==> src/hw/rtl/assert_macros.svh <==
// Assertion macros used by the RTL.
`ifndef ASSERT_MACROS_SVH
`define ASSERT_MACROS_SVH
`ifndef ASSERT_OFF
// Property must hold at every clock edge outside reset.
`define ASSERT_CHK(name, clk, rstn, prop) \
  name: assert property (@(posedge clk) disable iff (!(rstn)) (prop)) \
    else $error("assertion failed");
// Condition must never be seen at a clock edge outside reset.
`define ASSERT_NEVER(name, clk, rstn, cond) \
  name: assert property (@(posedge clk) disable iff (!(rstn)) !(cond)) \
    else $error("forbidden condition seen");
`else
`define ASSERT_CHK(name, clk, rstn, prop)
`define ASSERT_NEVER(name, clk, rstn, cond)
`endif
`endif

==> src/hw/rtl/dcbvp_pkg.sv <==
// Types and constants of the DC bus voltage protection block.
`timescale 1ns / 1ps
`default_nettype none
package dcbvp_pkg;

  localparam int unsigned VoltW = 14;
  localparam int unsigned DutyW = 7;
  localparam int unsigned CntW  = 6;
  localparam int unsigned IdxW  = 3;

  // 20.0 V undervoltage margin in 0.1 V units
  localparam logic [VoltW:0]   UNDER_MARGIN = 15'd200;
  localparam logic [CntW-1:0]  COUNT_MAX    = 6'd63;
  localparam logic [DutyW-1:0] DUTY_MAX     = 7'd100;

  localparam logic [VoltW-1:0] RELAY_ON_RST    = 14'd3224;
  localparam logic [VoltW-1:0] OVER_TRIP_RST   = 14'd7406;
  localparam logic [VoltW-1:0] REGEN_START_RST = 14'd6300;
  localparam logic [VoltW-1:0] REGEN_END_RST   = 14'd6180;
  localparam logic [DutyW-1:0] REGEN_DUTY_RST  = 7'd70;

  typedef enum logic [IdxW-1:0] {
    REG_RELAY_ON    = 3'd0,
    REG_OVER_TRIP   = 3'd1,
    REG_REGEN_START = 3'd2,
    REG_REGEN_END   = 3'd3,
    REG_REGEN_DUTY  = 3'd4
  } reg_idx_e;

  typedef enum logic [1:0] {
    CAUSE_NONE  = 2'd0,
    CAUSE_UNDER = 2'd1,
    CAUSE_OVER  = 2'd2
  } trip_cause_e;

  typedef struct packed {
    logic [VoltW-1:0] relay_on_level;
    logic [VoltW-1:0] over_trip_level;
    logic [VoltW-1:0] regen_start_level;
    logic [VoltW-1:0] regen_end_level;
    logic [DutyW-1:0] regen_duty_percent;
  } cfg_t;

  typedef struct packed {
    logic            relay;
    logic [CntW-1:0] under_cnt;
    logic [CntW-1:0] over_cnt;
    logic            regen;
  } prot_state_t;

  typedef struct packed {
    logic             relay_closed;
    logic             trip;
    trip_cause_e      trip_cause;
    logic             regen_on;
    logic [DutyW-1:0] brake_duty;
  } result_t;

  // Saturating increment of a trip counter.
  function automatic logic [CntW-1:0] sat_inc(logic [CntW-1:0] c);
    return (c == COUNT_MAX) ? c : c + 6'd1;
  endfunction

endpackage
`default_nettype wire

==> src/hw/rtl/dc_bus_voltage_protection_core.sv <==
// Top level of the DC bus voltage protection block.
// Path: a transferred sample is held in the input register, then its result in the result register (2-stage path).
// Throughput: one sample per clock while results are not stalled; a result stall reaches in_stall_o in the same cycle.
// Decision logic is a single pass of compares and 6-bit saturating counters per sample.
// Reset (async, active low): relay open, counters zero, regeneration off, config defaults.
// Stages empty after reset; configuration port is always ready.
`timescale 1ns / 1ps
`default_nettype none
`include "assert_macros.svh"
module dc_bus_voltage_protection_core #(
  parameter int unsigned TRIP_COUNT_LIMIT = 50  // 1..62
) (
  input  wire logic                        clk_i,
  input  wire logic                        rst_ni,
  // configuration write channel
  input  wire logic                        cfg_valid_i,
  output logic                             cfg_ready_o,
  input  wire logic [dcbvp_pkg::IdxW-1:0]  cfg_index_i,
  input  wire logic [dcbvp_pkg::VoltW-1:0] cfg_data_i,
  // sample input channel
  input  wire logic                        in_valid_i,
  output logic                             in_stall_o,
  input  wire logic [dcbvp_pkg::VoltW-1:0] bus_voltage_i,
  // result output channel
  output logic                             out_valid_o,
  input  wire logic                        out_stall_i,
  output logic                             relay_closed_o,
  output logic                             trip_o,
  output logic [1:0]                       trip_cause_o,
  output logic                             regen_on_o,
  output logic [dcbvp_pkg::DutyW-1:0]      brake_duty_o
);
  import dcbvp_pkg::*;

  cfg_t        cfg;
  prot_state_t state_q, state_d;
  result_t     res_q, res_d;

  logic             in_valid_q, in_valid_d;
  logic [VoltW-1:0] volt_q;
  logic             out_valid_q, out_valid_d;
  logic             in_xfer;
  logic             advance;

  dcbvp_cfg_regs u_cfg (
    .clk_i       (clk_i),
    .rst_ni      (rst_ni),
    .cfg_valid_i (cfg_valid_i),
    .cfg_ready_o (cfg_ready_o),
    .cfg_index_i (cfg_index_i),
    .cfg_data_i  (cfg_data_i),
    .cfg_o       (cfg)
  );

  dcbvp_eval #(
    .TripCountLimit (TRIP_COUNT_LIMIT)
  ) u_eval (
    .volt_i   (volt_q),
    .cfg_i    (cfg),
    .state_i  (state_q),
    .state_o  (state_d),
    .result_o (res_d)
  );

  // The sample in the input register moves on whenever the result register
  // is empty or being drained; state is committed only on that move.
  assign advance     = in_valid_q & (~out_valid_q | ~out_stall_i);
  assign in_stall_o  = in_valid_q & ~advance;
  assign in_xfer     = in_valid_i & ~in_stall_o;
  assign in_valid_d  = in_xfer | (in_valid_q & ~advance);
  assign out_valid_d = advance | (out_valid_q & out_stall_i);

  always_ff @(posedge clk_i or negedge rst_ni) begin
    if (!rst_ni) begin
      in_valid_q  <= 1'b0;
      out_valid_q <= 1'b0;
      state_q     <= '0;
    end else begin
      in_valid_q  <= in_valid_d;
      out_valid_q <= out_valid_d;
      if (advance) begin
        state_q <= state_d;
      end
    end
  end

  // payload registers
  always_ff @(posedge clk_i) begin
    if (in_xfer) begin
      volt_q <= bus_voltage_i;
    end
    if (advance) begin
      res_q <= res_d;
    end
  end

  assign out_valid_o    = out_valid_q;
  assign relay_closed_o = res_q.relay_closed;
  assign trip_o         = res_q.trip;
  assign trip_cause_o   = res_q.trip_cause;
  assign regen_on_o     = res_q.regen_on;
  assign brake_duty_o   = res_q.brake_duty;

  // relay never reopens once closed
  `ASSERT_CHK(a_relay_sticky, clk_i, rst_ni, state_q.relay |=> state_q.relay)
  // a trip always carries a cause, and no cause without a trip
  `ASSERT_CHK(a_trip_cause, clk_i, rst_ni,
              out_valid_q |-> (res_q.trip == (res_q.trip_cause != CAUSE_NONE)))
  // undervoltage can only trip with the relay closed
  `ASSERT_CHK(a_under_relay, clk_i, rst_ni,
              (out_valid_q && (res_q.trip_cause == CAUSE_UNDER)) |-> res_q.relay_closed)
  // brake duty only while regenerating, and never above full scale
  `ASSERT_NEVER(a_duty_off, clk_i, rst_ni,
                out_valid_q && !res_q.regen_on && (res_q.brake_duty != '0))
  `ASSERT_NEVER(a_duty_max, clk_i, rst_ni, out_valid_q && (res_q.brake_duty > DUTY_MAX))

endmodule
`default_nettype wire

==> src/hw/rtl/dcbvp_cfg_regs.sv <==
// Configuration register file of the DC bus voltage protection block.
`timescale 1ns / 1ps
`default_nettype none
module dcbvp_cfg_regs (
  input  wire logic                        clk_i,
  input  wire logic                        rst_ni,
  input  wire logic                        cfg_valid_i,
  output logic                             cfg_ready_o,
  input  wire logic [dcbvp_pkg::IdxW-1:0]  cfg_index_i,
  input  wire logic [dcbvp_pkg::VoltW-1:0] cfg_data_i,
  output dcbvp_pkg::cfg_t                  cfg_o
);
  import dcbvp_pkg::*;

  cfg_t cfg_q, cfg_d;
  logic wr_en;

  assign cfg_ready_o = 1'b1;
  assign wr_en       = cfg_valid_i & cfg_ready_o;

  always_comb begin
    cfg_d = cfg_q;
    if (wr_en) begin
      unique case (reg_idx_e'(cfg_index_i))
        REG_RELAY_ON:    cfg_d.relay_on_level     = cfg_data_i;
        REG_OVER_TRIP:   cfg_d.over_trip_level    = cfg_data_i;
        REG_REGEN_START: cfg_d.regen_start_level  = cfg_data_i;
        REG_REGEN_END:   cfg_d.regen_end_level    = cfg_data_i;
        REG_REGEN_DUTY:  cfg_d.regen_duty_percent = cfg_data_i[DutyW-1:0];
        default:         cfg_d = cfg_q;  // unmapped index: ignored
      endcase
    end
  end

  always_ff @(posedge clk_i or negedge rst_ni) begin
    if (!rst_ni) begin
      cfg_q.relay_on_level     <= RELAY_ON_RST;
      cfg_q.over_trip_level    <= OVER_TRIP_RST;
      cfg_q.regen_start_level  <= REGEN_START_RST;
      cfg_q.regen_end_level    <= REGEN_END_RST;
      cfg_q.regen_duty_percent <= REGEN_DUTY_RST;
    end else begin
      cfg_q <= cfg_d;
    end
  end

  assign cfg_o = cfg_q;

endmodule
`default_nettype wire

==> src/hw/rtl/dcbvp_eval.sv <==
// Per-sample protection decision: relay, trip counters and regeneration.
`timescale 1ns / 1ps
`default_nettype none
module dcbvp_eval #(
  parameter int unsigned TripCountLimit = 50
) (
  input  wire logic [dcbvp_pkg::VoltW-1:0] volt_i,
  input  dcbvp_pkg::cfg_t                  cfg_i,
  input  dcbvp_pkg::prot_state_t           state_i,
  output dcbvp_pkg::prot_state_t           state_o,
  output dcbvp_pkg::result_t               result_o
);
  import dcbvp_pkg::*;

  localparam logic [CntW-1:0] TripLimit = CntW'(TripCountLimit);

  logic             under_hit;
  logic             trip_under;
  logic             trip_over;
  logic             regen_nxt;
  logic [CntW-1:0]  under_inc;
  logic [CntW-1:0]  over_inc;
  logic [DutyW-1:0] duty_clip;

  assign under_hit = ({1'b0, volt_i} + UNDER_MARGIN) < {1'b0, cfg_i.relay_on_level};
  assign under_inc = sat_inc(state_i.under_cnt);
  assign over_inc  = sat_inc(state_i.over_cnt);

  always_comb begin
    state_o    = state_i;
    trip_under = 1'b0;
    trip_over  = 1'b0;
    regen_nxt  = state_i.regen;

    // relay closes once; undervoltage is only watched from the next sample
    if (!state_i.relay) begin
      state_o.relay = volt_i > cfg_i.relay_on_level;
    end else if (under_hit) begin
      state_o.under_cnt = under_inc;
      trip_under        = under_inc > TripLimit;
    end else begin
      state_o.under_cnt = '0;
    end

    if (!trip_under) begin
      if (volt_i > cfg_i.over_trip_level) begin
        state_o.over_cnt = over_inc;
        trip_over        = over_inc > TripLimit;
      end else begin
        state_o.over_cnt = '0;
      end
    end

    // a tripping sample holds the regeneration state
    if (!trip_under && !trip_over) begin
      if (volt_i > cfg_i.regen_start_level) begin
        regen_nxt = 1'b1;
      end
      if (regen_nxt && (volt_i < cfg_i.regen_end_level)) begin
        regen_nxt = 1'b0;
      end
    end
    state_o.regen = regen_nxt;
  end

  assign duty_clip = (cfg_i.regen_duty_percent > DUTY_MAX) ? DUTY_MAX
                                                           : cfg_i.regen_duty_percent;

  always_comb begin
    result_o.relay_closed = state_o.relay;
    result_o.trip         = trip_under | trip_over;
    priority if (trip_under) begin
      result_o.trip_cause = CAUSE_UNDER;
    end else if (trip_over) begin
      result_o.trip_cause = CAUSE_OVER;
    end else begin
      result_o.trip_cause = CAUSE_NONE;
    end
    result_o.regen_on   = state_o.regen;
    result_o.brake_duty = state_o.regen ? duty_clip : '0;
  end

endmodule
`default_nettype wire
==> config.mk <==
export PLATFORM = sky130hd
export DESIGN_NAME = dc_bus_voltage_protection_core
export DESIGN_NICKNAME = d
export VERILOG_FILES = /design/src/hw/rtl/dcbvp_pkg.sv /design/src/hw/rtl/dc_bus_voltage_protection_core.sv /design/src/hw/rtl/dcbvp_cfg_regs.sv /design/src/hw/rtl/dcbvp_eval.sv
export VERILOG_INCLUDE_DIRS = /design/src /design/src/hw/rtl
export SDC_FILE = /design/constraint.sdc
export NUM_CORES = 1
export LEC_CHECK = 0
export BUFFER_PORTS_ARGS = -buffer_cell sky130_fd_sc_hd__buf_2
export CAP_MARGIN = 0
export CORE_ASPECT_RATIO = 1.25
export CORE_UTILIZATION = 50
export DETAILED_ROUTE_END_ITERATION = 6
export PLACE_DENSITY = 0.79
export SLEW_MARGIN = 40
export SYNTH_ARGS = -nofsm -noshare
export SYNTH_HDL_FRONTEND = slang
export SYNTH_SLANG_ARGS = --single-unit
==> constraint.sdc <==
create_clock -name clk_i -period 4.3 [get_ports clk_i]
set_clock_uncertainty 0.1 [all_clocks]
set_input_delay 0 -clock clk_i [delete_from_list [all_inputs] [get_ports clk_i]]
set_output_delay 0 -clock clk_i [all_outputs]
set_load 0.05 [all_outputs]
==> results by group, run 1 <==
Setup path
  – CP Cell Sequence: ha_1 > a21oi_1 > nand2b_1 > nand4_1 > or2_2 > xnor2_1 > ha_1 > and3_1 > a221oi_1 > o211a_2 > nand4_1 > inv_1 > nor3b_4 > nor3_1
  – Setup Crit Path Kind: reg2reg
  – Crit. End Element: register
  – FF-to-FF path depth: 14
  – Startpoint Class: register
  – WP data required: about 4400 ps
  – CP arrival: approximately 4000 ps
  – Crit-path max FO: 8
  – Crit path largest cell delay: between 400 and 500 ps
  – CP max stage cell: edfxtp_1

Timing
  – Pins over their slew limit: 0
  – Worst Max-Slew Pin Slew: 726 ps
  – # setup viols final: 0
  – Worst slew margin: 0.511
  – Setup TNS: 0 ps
  – Fin crit share: 0.899
  – Achievable clock frequency: approximately 260 MHz
  – Min cycle time layout: a little under 4000 ps
  – RSZ-0062 raised after global routing: false
  – Final hold violations: 0

Global route
  – Global-route wire length before repair: roughly 23000 um
  – Met3 Usage GRT: 0.0430
  – Met1 usage: 0.297
  – Initial antenna violation count: 0
  – GRT Total Usage: 0.239
  – Total congestion overflow: 0
  – Busiest grt layer: met2
  – M2 GR Usage: 0.404
  – Vias in the first global route: approximately 5000
  – Pin count of the biggest net entering global routing: 80

Synth
  – Top cells by count, synth: ha_1, nand2_1, inv_1, dfrtp_1, o21ai_0
  – Number of distinct library cells after synthesis: 66
  – Mapped Cells: slightly below 600
  – Top_reg_cell synth: dfrtp_1
  – Yosys top cell by area: dfrtp_1
  – Asr flop ratio synth: 0.752
  – Ys Warns: 0
  – Sequential-to-total area share from yosys stat: 0.462
  – Synth top area cells: dfrtp_1, ha_1, edfxtp_1, dfstp_2, mux2_2
  – Post-Syn Area: ~0.0060 mm^2
  – Post-synth top area share: 0.215
  – Post-synth EDFFs: 26
  – Avg Cell Area, Syn: approximately 10 um^2
  – Most common cell in the netlist: ha_1
  – Yosys reg bits: about 110
  – Syn nets: 693

Power and ir drop
  – Leakage: between 3 and 4 nW
  – Max IR drop VDD: around 0.22 mV
  – PD cells: around 440 mW/mm^2

Layout
  – Net count, final: 773
  – Area Growth Syn to Fin: 16.9%
  – Final Instance Count excl. Fillers: approximately 830
  – N_diodes: 0
  – Share of layout cells above drive strength 1: 0.201

Worst hold path
  – Hold Crit Class: in2reg
  – Worst Hold Path Cells: 3

Clock network
  – Clk slew on worst S/H paths: about 70 ps
  – Worst skew pair latency: approximately 350 ps
  – CTS root buffer: clkbuf_16
  – Clk sink count: roughly 110
  – Buffers from clock root to sink, at most: 2
  – Post-CTS resize count: 0
  – Number of buffers created by CTS: 9
  – Htree depth: 3
  – TritonCTS clock tree: yes

Outcome
  – Outcome: finished, final reports clean

Routing
  – Via/cell ratio: around 5.6
  – DRC viols: 0
  – Antenna viol nets, final: 0
  – Vias: 4660
  – Avg WL per Cell: 16.6 um
  – Pre-antenna DRT Iters: 4
  – 1st-iter DRT viols: roughly 220
  – WL final: 13800 um

Floorplanning
  – Initial core utilization: 0.518
  – Num rows: 44
  – Die Wd: between 100 and 150 um
  – Die extent in y: 125 um
  – Die footprint: approximately 0.013 mm^2
  – Core Area: roughly 0.012 mm^2
  – I/O pin total: 51

Place
  – Placed insts: 784
  – Final HPWL DP: between 10000 and 15000 um
  – IO Port Bufs: 49
  – GP Congestion: a little over 0.9

Flow run
  – Reported max-cap violation count: 0
## where the power goes
part           internal, mW  switching (mW)
Sequential             1.25           0.125
Clock                 0.404           0.385
Combinational         0.383           0.547
## final timing paths
| kind | start | end | slack, ps |
|---|---|---|---|
| max | volt_q[3] | brake_duty_o[4] | 430 |
| min reg2reg | u_cfg.cfg_o[20] | u_cfg.cfg_o[20] | 410 |
| min | cfg_index_i[1] | u_cfg.cfg_o[0] | 60 |
| max in group asynchronous | rst_ni | state_q[2] | 3440 |
| max reg2reg | volt_q[3] | brake_duty_o[4] | 430 |
| min in group asynchronous | rst_ni | u_cfg.cfg_o[44] | 110 |
## cell usage in the layout, fill, tap and decap left out, types with 3 or more instances in the layout
| cell type | n |
|---|---|
| a21oi_1 | 35 |
| dlygate4sd3_1 | 32 |
| mux2_2 | 25 |
| a41oi_1 | 3 |
| a211oi_1 | 3 |
| ha_1 | 71 |
| a31oi_1 | 5 |
| nand2_1 | 65 |
| edfxtp_1 | 26 |
| clkbuf_16 | 9 |
| dfrtp_1 | 52 |
| inv_1 | 63 |
| buf_2 | 48 |
| nor3_1 | 11 |
| xnor2_1 | 5 |
| xor2_1 | 3 |
| o21a_1 | 3 |
| dfstp_2 | 27 |
| a21o_1 | 11 |
| and3_1 | 3 |
| o211ai_1 | 3 |
| nand2b_1 | 9 |
| o21ai_0 | 49 |
| nand4_1 | 13 |
| nor2b_1 | 4 |
| nor2_1 | 18 |
| nand3_1 | 11 |
## critical path: cells and delay by family, from the launching register on
family	cells	cell delay, ps
compound gates	3	720
xor+xnor	1	130
buf+inv	1	250
fa+ha+maj	2	530
simple gates	7	1470
flops	1	490
## what timing repair did
action | in CTS | in global routing
hold buffers | 32 | 0
hold endpoints to repair | 135 | 0
setup buffers | 0 | 0
endpoints found under the setup margin | 0 | 0
## cell type report
type	count	area, um^2
tap	161	201
sequential	105	2790
clock inverter	7	60.1
fill	1018	4600
clock buffer	9	225
inverter	63	236
multi-input combinational	404	2970
timing repair buffer	83	587
## flip-flops by register name, summed over array words and instances (netlist names)
name and cells:
in_valid_q 1, state_q 14, relay_closed_o 1, u_cfg.cfg_o 63, regen_on_o 1, trip_o 1
out_valid_o 1, brake_duty_o 7, volt_q 14, trip_cause_o 2
## cells by family after synthesis
logic type	synth area share
other	0.000620
XOR/XNOR	0.0116
multiplexers	0.0482
adder cells (fa/ha/maj)	0.147
AND/OR/NAND/NOR	0.134
flip-flops	0.462
AO/OA/AOI/OAI	0.146
buffers and inverters	0.0507
## metal layers
metal,up-vias,share of wire,wire [um]
li1,2255,-,-
met1,2257,0.43,5940
met2,122,0.50,6930
met3,26,0.038,528
met4,0,0.031,432
met5,-,0,0
## stage by stage
step | power [mW] | instance area [um^2] | hold slack [ps] | util | worst slack [ps]
floorplan | 2.02 | 6050 | -396 | - | 1020
global placement | 2.23 | 6440 | 77.6 | 0.552 | 719
CTS | 3.10 | 7060 | 113 | 0.605 | 470
finish | 3.09 | 7070 | 57.1 | 0.605 | 433
detailed placement | 2.28 | 6450 | -22.3 | 0.553 | 478
global route | 3.29 | 7070 | 56.1 | 0.605 | 233
Note: power is estimated with default switching activity, not from simulation.
==> run 2, diff against run 1 <==
--- a/config.mk
+++ b/config.mk
@@ -8,10 +8,13 @@
 export LEC_CHECK = 0
 export BUFFER_PORTS_ARGS = -buffer_cell sky130_fd_sc_hd__buf_2
 export CAP_MARGIN = 0
+export CELL_PAD_IN_SITES_DETAIL_PLACEMENT = 1
+export CELL_PAD_IN_SITES_GLOBAL_PLACEMENT = 2
 export CORE_ASPECT_RATIO = 1.25
-export CORE_UTILIZATION = 50
+export CORE_MARGIN = 2
+export CORE_UTILIZATION = 39
 export DETAILED_ROUTE_END_ITERATION = 6
-export PLACE_DENSITY = 0.79
+export PLACE_DENSITY = 0.9
 export SLEW_MARGIN = 40
 export SYNTH_ARGS = -nofsm -noshare
 export SYNTH_HDL_FRONTEND = slang
==> run 2 against run 1 <==
Via count increased by 0.92%. Setup slack worse by 85 ps. Global-route usage fell by 2.4 points. Sequential share of layout area down 0.39 points. Core utilization fell by 13 points. Hold slack better by 7.5 ps. Sequential cell count unchanged. Clock power grew 11%. Die area grew 32%. Clock-buffer cell count is 3 higher.
==> results by group, run 2 (synthesis gave the netlist of run 1 again) <==
Setup path
  – Crit. End Element: register
  – Crit-path max FO: 8
  – Startpoint Class: register
  – WP data required: 4370 ps
  – CP arrival: 4020 ps
  – CP max stage cell: edfxtp_1
  – Crit path largest cell delay: about 510 ps
  – CP bufs+invs: 1
  – Setup Crit Path Kind: reg2reg
  – CP top delay family: simple AND/OR/NAND/NOR gates
  – CP Cell Sequence: ha_1 > a21oi_1 > nand2b_1 > nand4_1 > or2_2 > xnor2_1 > ha_1 > and3_1 > a221oi_1 > o211a_2 > nand4_1 > inv_1 > nor3b_4 > nor3b_1

Power and ir drop
  – Max IR drop VDD: roughly 0.22 mV
  – PD cells: ~450 mW/mm^2
  – Leakage: ~3.2 nW

Layout
  – Net count, final: approximately 770
  – Highest-count cells in the layout ignoring fill and taps: ha_1, nand2_1, inv_1, dfrtp_1, o21ai_0
  – Commonest non-fill, non-tap cell in the layout: ha_1
  – N_diodes: 0
  – Number of flip-flops in the largest register: 63
  – Final Core Density: 0.473
  – Share of layout cells above drive strength 1: 0.192
  – Area Growth Syn to Fin: 18.1%

Timing
  – # setup viols final: 0
  – Min cycle time layout: roughly 4000 ps
  – Fin crit share: 0.919
  – RSZ-0062 raised after global routing: false
  – Worst Max-Slew Pin Slew: ~840 ps
  – Final worst setup slack: approximately 350 ps
  – Pins over their slew limit: 0
  – Final hold violations: 0
  – Achievable clock frequency: ~250 MHz
  – Worst slew margin: 0.437
  – Setup TNS: 0 ps

Clock network
  – Buffers from clock root to sink, at most: 2
  – Post-CTS resize count: 0
  – CTS root buffer: clkbuf_16
  – Clk slew on worst S/H paths: ~70 ps
  – Htree depth: 3
  – TritonCTS clock tree: yes
  – Worst skew pair latency: 360 ps
  – Clk sink count: 105
  – Number of buffers created by CTS: 9
  – # hold bufs at CTS: 32
  – Setup Buffers After CTS: 0

Global route
  – Total congestion overflow: 0
  – Global-route wire length before repair: around 27000 um
  – Initial antenna violation count: 0
  – GRT Total Usage: 0.215
  – Vias in the first global route: around 5200
  – Pin count of the biggest net entering global routing: 80

Routing
  – Antenna viol nets, final: 0
  – 1st-iter DRT viols: around 180
  – Vias: 4703
  – Avg WL per Cell: roughly 19 um
  – Pre-antenna DRT Iters: 4
  – DRC viols: 0
  – WL final: roughly 16000 um
  – Via/cell ratio: approximately 5.4

Place
  – Final HPWL DP: 12000 um
  – Worst slack at placement: approximately 470 ps
  – IO Port Bufs: 49
  – GP Congestion: 0.836

Floorplanning
  – Initial core utilization: 0.401
  – I/O pin total: approximately 50
  – Core Area: 0.0151 mm^2
  – Num rows: 50
  – Die footprint: 0.0165 mm^2
  – Die Wd: 115 um
  – Die extent in y: ~140 um

Worst hold path
  – Hold Crit Class: in2reg

Flow run
  – Reported max-cap violation count: 0

Outcome
  – Outcome: finished, final reports clean
run 2: changes by cell type in the layout (fill, tap and decap cells not counted):
cell / change
and2_1: +1
and2_2: -1
bufinv_16: +2
clkbuf_1: +3
clkinv_1: +1
clkinv_4: -1
clkinvlp_4: -1
inv_6: -2
inv_8: -2
nand3_1: +1
nand3_2: -1
run 2: through the flow:
| step | hold slack [ps] | area [um^2] | power, mW | instances |
|---|---|---|---|---|
| after floorplan | -396 | 6050 | 2.02 | 586 |
| after global placement | 77.2 | 6500 | 2.24 | 831 |
| after detailed placement | 4.31 | 6510 | 2.31 | 831 |
| after CTS | 56.9 | 7140 | 3.23 | 879 |
| after global routing | 81.7 | 7140 | 3.40 | 879 |
| final | 64.6 | 7140 | 3.21 | 879 |
run 2: worst paths after layout:
check	startpoint	end	slack (ps)	cells past startpoint
max in group asynchronous	rst_ni	state_q[1]	3430	2
min in group asynchronous	rst_ni	u_cfg.cfg_o[31]	170	2
hold reg to reg	u_cfg.cfg_o[42]	u_cfg.cfg_o[42]	410	2
setup reg to reg	volt_q[3]	brake_duty_o[5]	350	14
setup / recovery	volt_q[3]	brake_duty_o[5]	350	14
hold / removal	cfg_index_i[2]	u_cfg.cfg_o[0]	60	4
run 2: power by group:
group	internal, mW	leakage (nW)	switching (mW)
combinational	0.386	1.84	0.569
sequential	1.25	1.17	0.130
clock	0.508	0.146	0.365
run 2: worst reg2reg max path: stages (launching register included):
cell	delay, ps
edfxtp_1	510
ha_1	240
a21oi_1	100
nand2b_1	120
nand4_1	140
or2_2	350
xnor2_1	140
ha_1	310
and3_1	210
a221oi_1	290
o211a_2	330
nand4_1	270
inv_1	240
nor3b_4	100
nor3b_1	310
run 2: final cells by class:
cell class / instances / area, um^2
clock buffers: 12 / 236
clock inverters: 4 / 67.6
fillers: 1686 / 7940
inverters: 63 / 236
multi-input cells: 404 / 2960
flip-flops and latches: 105 / 2790
well taps: 208 / 260
repair buffers: 83 / 587
run 2: routing by layer:
| layer | wire length (um) | vias to the layer above | GRT usage |
|---|---|---|---|
| met4 | 378 | 0 | 0.0862 |
| met1 | 6840 | 2354 | 0.249 |
| met3 | 343 | 26 | 0.0238 |
| met2 | 8910 | 74 | 0.398 |
| met5 | 0 | - | 0 |
| li1 | - | 2249 | - |
==> run 3, diff against run 2 <==
--- a/config.mk
+++ b/config.mk
@@ -13,7 +13,9 @@
 export CORE_ASPECT_RATIO = 1.25
 export CORE_MARGIN = 2
 export CORE_UTILIZATION = 39
+export CTS_CLUSTER_SIZE = 24
 export DETAILED_ROUTE_END_ITERATION = 6
+export MAX_ROUTING_LAYER = met4
 export PLACE_DENSITY = 0.9
 export SLEW_MARGIN = 40
 export SYNTH_ARGS = -nofsm -noshare
==> run 3 against run 2 <==
Final cell count up 0.11%. Final area unchanged. Maximum frequency up 1.8%. Register-to-register slack better by 70 ps. First-iteration DRC count down 20%. Total power down 1.7%. Critical endpoint is now brake_duty_o[6]. Sequential share of layout area unchanged.
==> results by group, run 3 (synthesis gave the netlist of run 1 again) <==
Layout
  – Fillers: about 1700
  – Net count, final: about 770
  – Share of layout cells above drive strength 1: 0.198
  – N_diodes: 0
  – Area Growth Syn to Fin: 18.1%
  – Number of flip-flops in the largest register: 63
  – Commonest non-fill, non-tap cell in the layout: ha_1
  – Highest-count cells in the layout ignoring fill and taps: ha_1, nand2_1, inv_1, dfrtp_1, o21ai_0

Clock network
  – Clk slew on worst S/H paths: 70 ps
  – CTS root buffer: clkbuf_16
  – Htree depth: 3
  – Buffers from clock root to sink, at most: 2
  – TritonCTS clock tree: yes
  – Setup Buffers After CTS: 0
  – # hold bufs at CTS: 32
  – Post-CTS resize count: 0
  – Clk sink count: 105
  – Worst skew pair latency: 360 ps
  – Number of buffers created by CTS: 9

Setup path
  – FF-to-FF path depth: 14
  – CP arrival: ~4000 ps
  – Setup Crit Path Kind: reg2reg
  – Crit. End Element: register
  – Startpoint Class: register
  – WP data required: about 4400 ps
  – Crit-path max FO: 8

Routing
  – Antenna viol nets, final: 0
  – Metal2 WL: between 8000 and 9000 um
  – Avg WL per Cell: between 15 and 20 um
  – WL met3: between 300 and 400 um
  – Pre-antenna DRT Iters: 4
  – Via/cell ratio: 5.39
  – Vias: ~4700
  – WL final: between 15000 and 20000 um
  – 1st-iter DRT viols: about 140
  – DRC viols: 0
  – Wl on met1: approximately 6900 um
  – DR top layer: met4

Floorplanning
  – Core Area: 0.0151 mm^2
  – Die footprint: approximately 0.017 mm^2
  – Die Wd: 115 um
  – Initial core utilization: 0.401
  – I/O pin total: 51
  – Die extent in y: between 100 and 150 um
  – Num rows: 50

Place
  – GP Congestion: 0.867
  – Final HPWL DP: between 10000 and 15000 um
  – IO Port Bufs: between 40 and 50

Worst hold path
  – Hold Crit Class: in2reg
  – Worst Hold Path Cells: 3

Global route
  – Pin count of the biggest net entering global routing: 80
  – Vias in the first global route: between 5000 and 6000
  – GRT Total Usage: 0.212
  – Initial antenna violation count: 0
  – Total congestion overflow: 0
  – Global-route wire length before repair: 26100 um

Timing
  – Worst slew margin: 0.493
  – Fin crit share: 0.903
  – RSZ-0062 raised after global routing: false
  – WHS: between 80 and 90 ps
  – Setup TNS: 0 ps
  – Min cycle time layout: just under 4000 ps
  – # setup viols final: 0
  – Final hold violations: 0
  – Pins over their slew limit: 0
  – Achievable clock frequency: around 260 MHz
  – Worst Max-Slew Pin Slew: 760 ps

Flow run
  – Reported max-cap violation count: 0

Outcome
  – Outcome: finished, final reports clean

Power and ir drop
  – PD cells: ~440 mW/mm^2
  – Leakage: 3.16 nW
  – Max IR drop VDD: between 0.15 and 0.2 mV
==> run 3: routing by layer <==
| metal | vias up | GRT usage |
|---|---|---|
| met5 | - | - |
| met4 | 0 | 0.0729 |
| met3 | 25 | 0.0263 |
| met2 | 84 | 0.375 |
| met1 | 2375 | 0.246 |
| li1 | 2259 | - |
==> run 3: worst max-delay path: stages, from the launching register on <==
cell and delay (ps):
edfxtp_1 500, ha_1 230, a21oi_1 120, nand2b_1 130, nand4_1 140, or2_2 340, xnor2_1 130, ha_1 290
and3_1 200, a221oi_1 270, o211a_2 350, nand4_1 260, inv_1 260, nor3b_4 100, nor3b_1 280
==> run 3: final cells by class <==
class                      count  area [um^2]  share of cell area
multi-input combinational    404         2960               0.415
sequential                   105         2790               0.391
timing repair buffer          84          598              0.0838
tap                          208          260              0.0365
inverter                      63          236              0.0331
clock buffer                  11          233              0.0326
clock inverter                 5         55.1             0.00771
==> run 3: through the flow <==
stage	worst slack, ps	instance area (um^2)	total power, mW	std cells	utilization
final	418	7140	3.15	880	0.473
after global routing	186	7140	3.35	880	0.473
after CTS	419	7120	3.17	879	0.472
after detailed placement	444	6510	2.31	831	0.432
after global placement	658	6500	2.25	831	0.431
after floorplan	1020	6050	2.02	586	-
==> run 3: final timing paths <==
| kind | startpoint | end | slack, ps |
|---|---|---|---|
| worst max-delay path | volt_q[3] | brake_duty_o[6] | 420 |
| worst min-delay path | cfg_index_i[0] | u_cfg.cfg_o[0] | 80 |
| worst max register to register | volt_q[3] | brake_duty_o[6] | 420 |
| worst min register to register | u_cfg.cfg_o[17] | u_cfg.cfg_o[17] | 410 |
| max in group asynchronous | rst_ni | state_q[4] | 3430 |
| min in group asynchronous | rst_ni | u_cfg.cfg_o[48] | 150 |
==> run 3: power by group <==
group          total [mW]  internal [mW]  switching (mW)
Sequential           1.38           1.25           0.129
Combinational       0.940          0.384           0.556
Clock               0.836          0.452           0.383
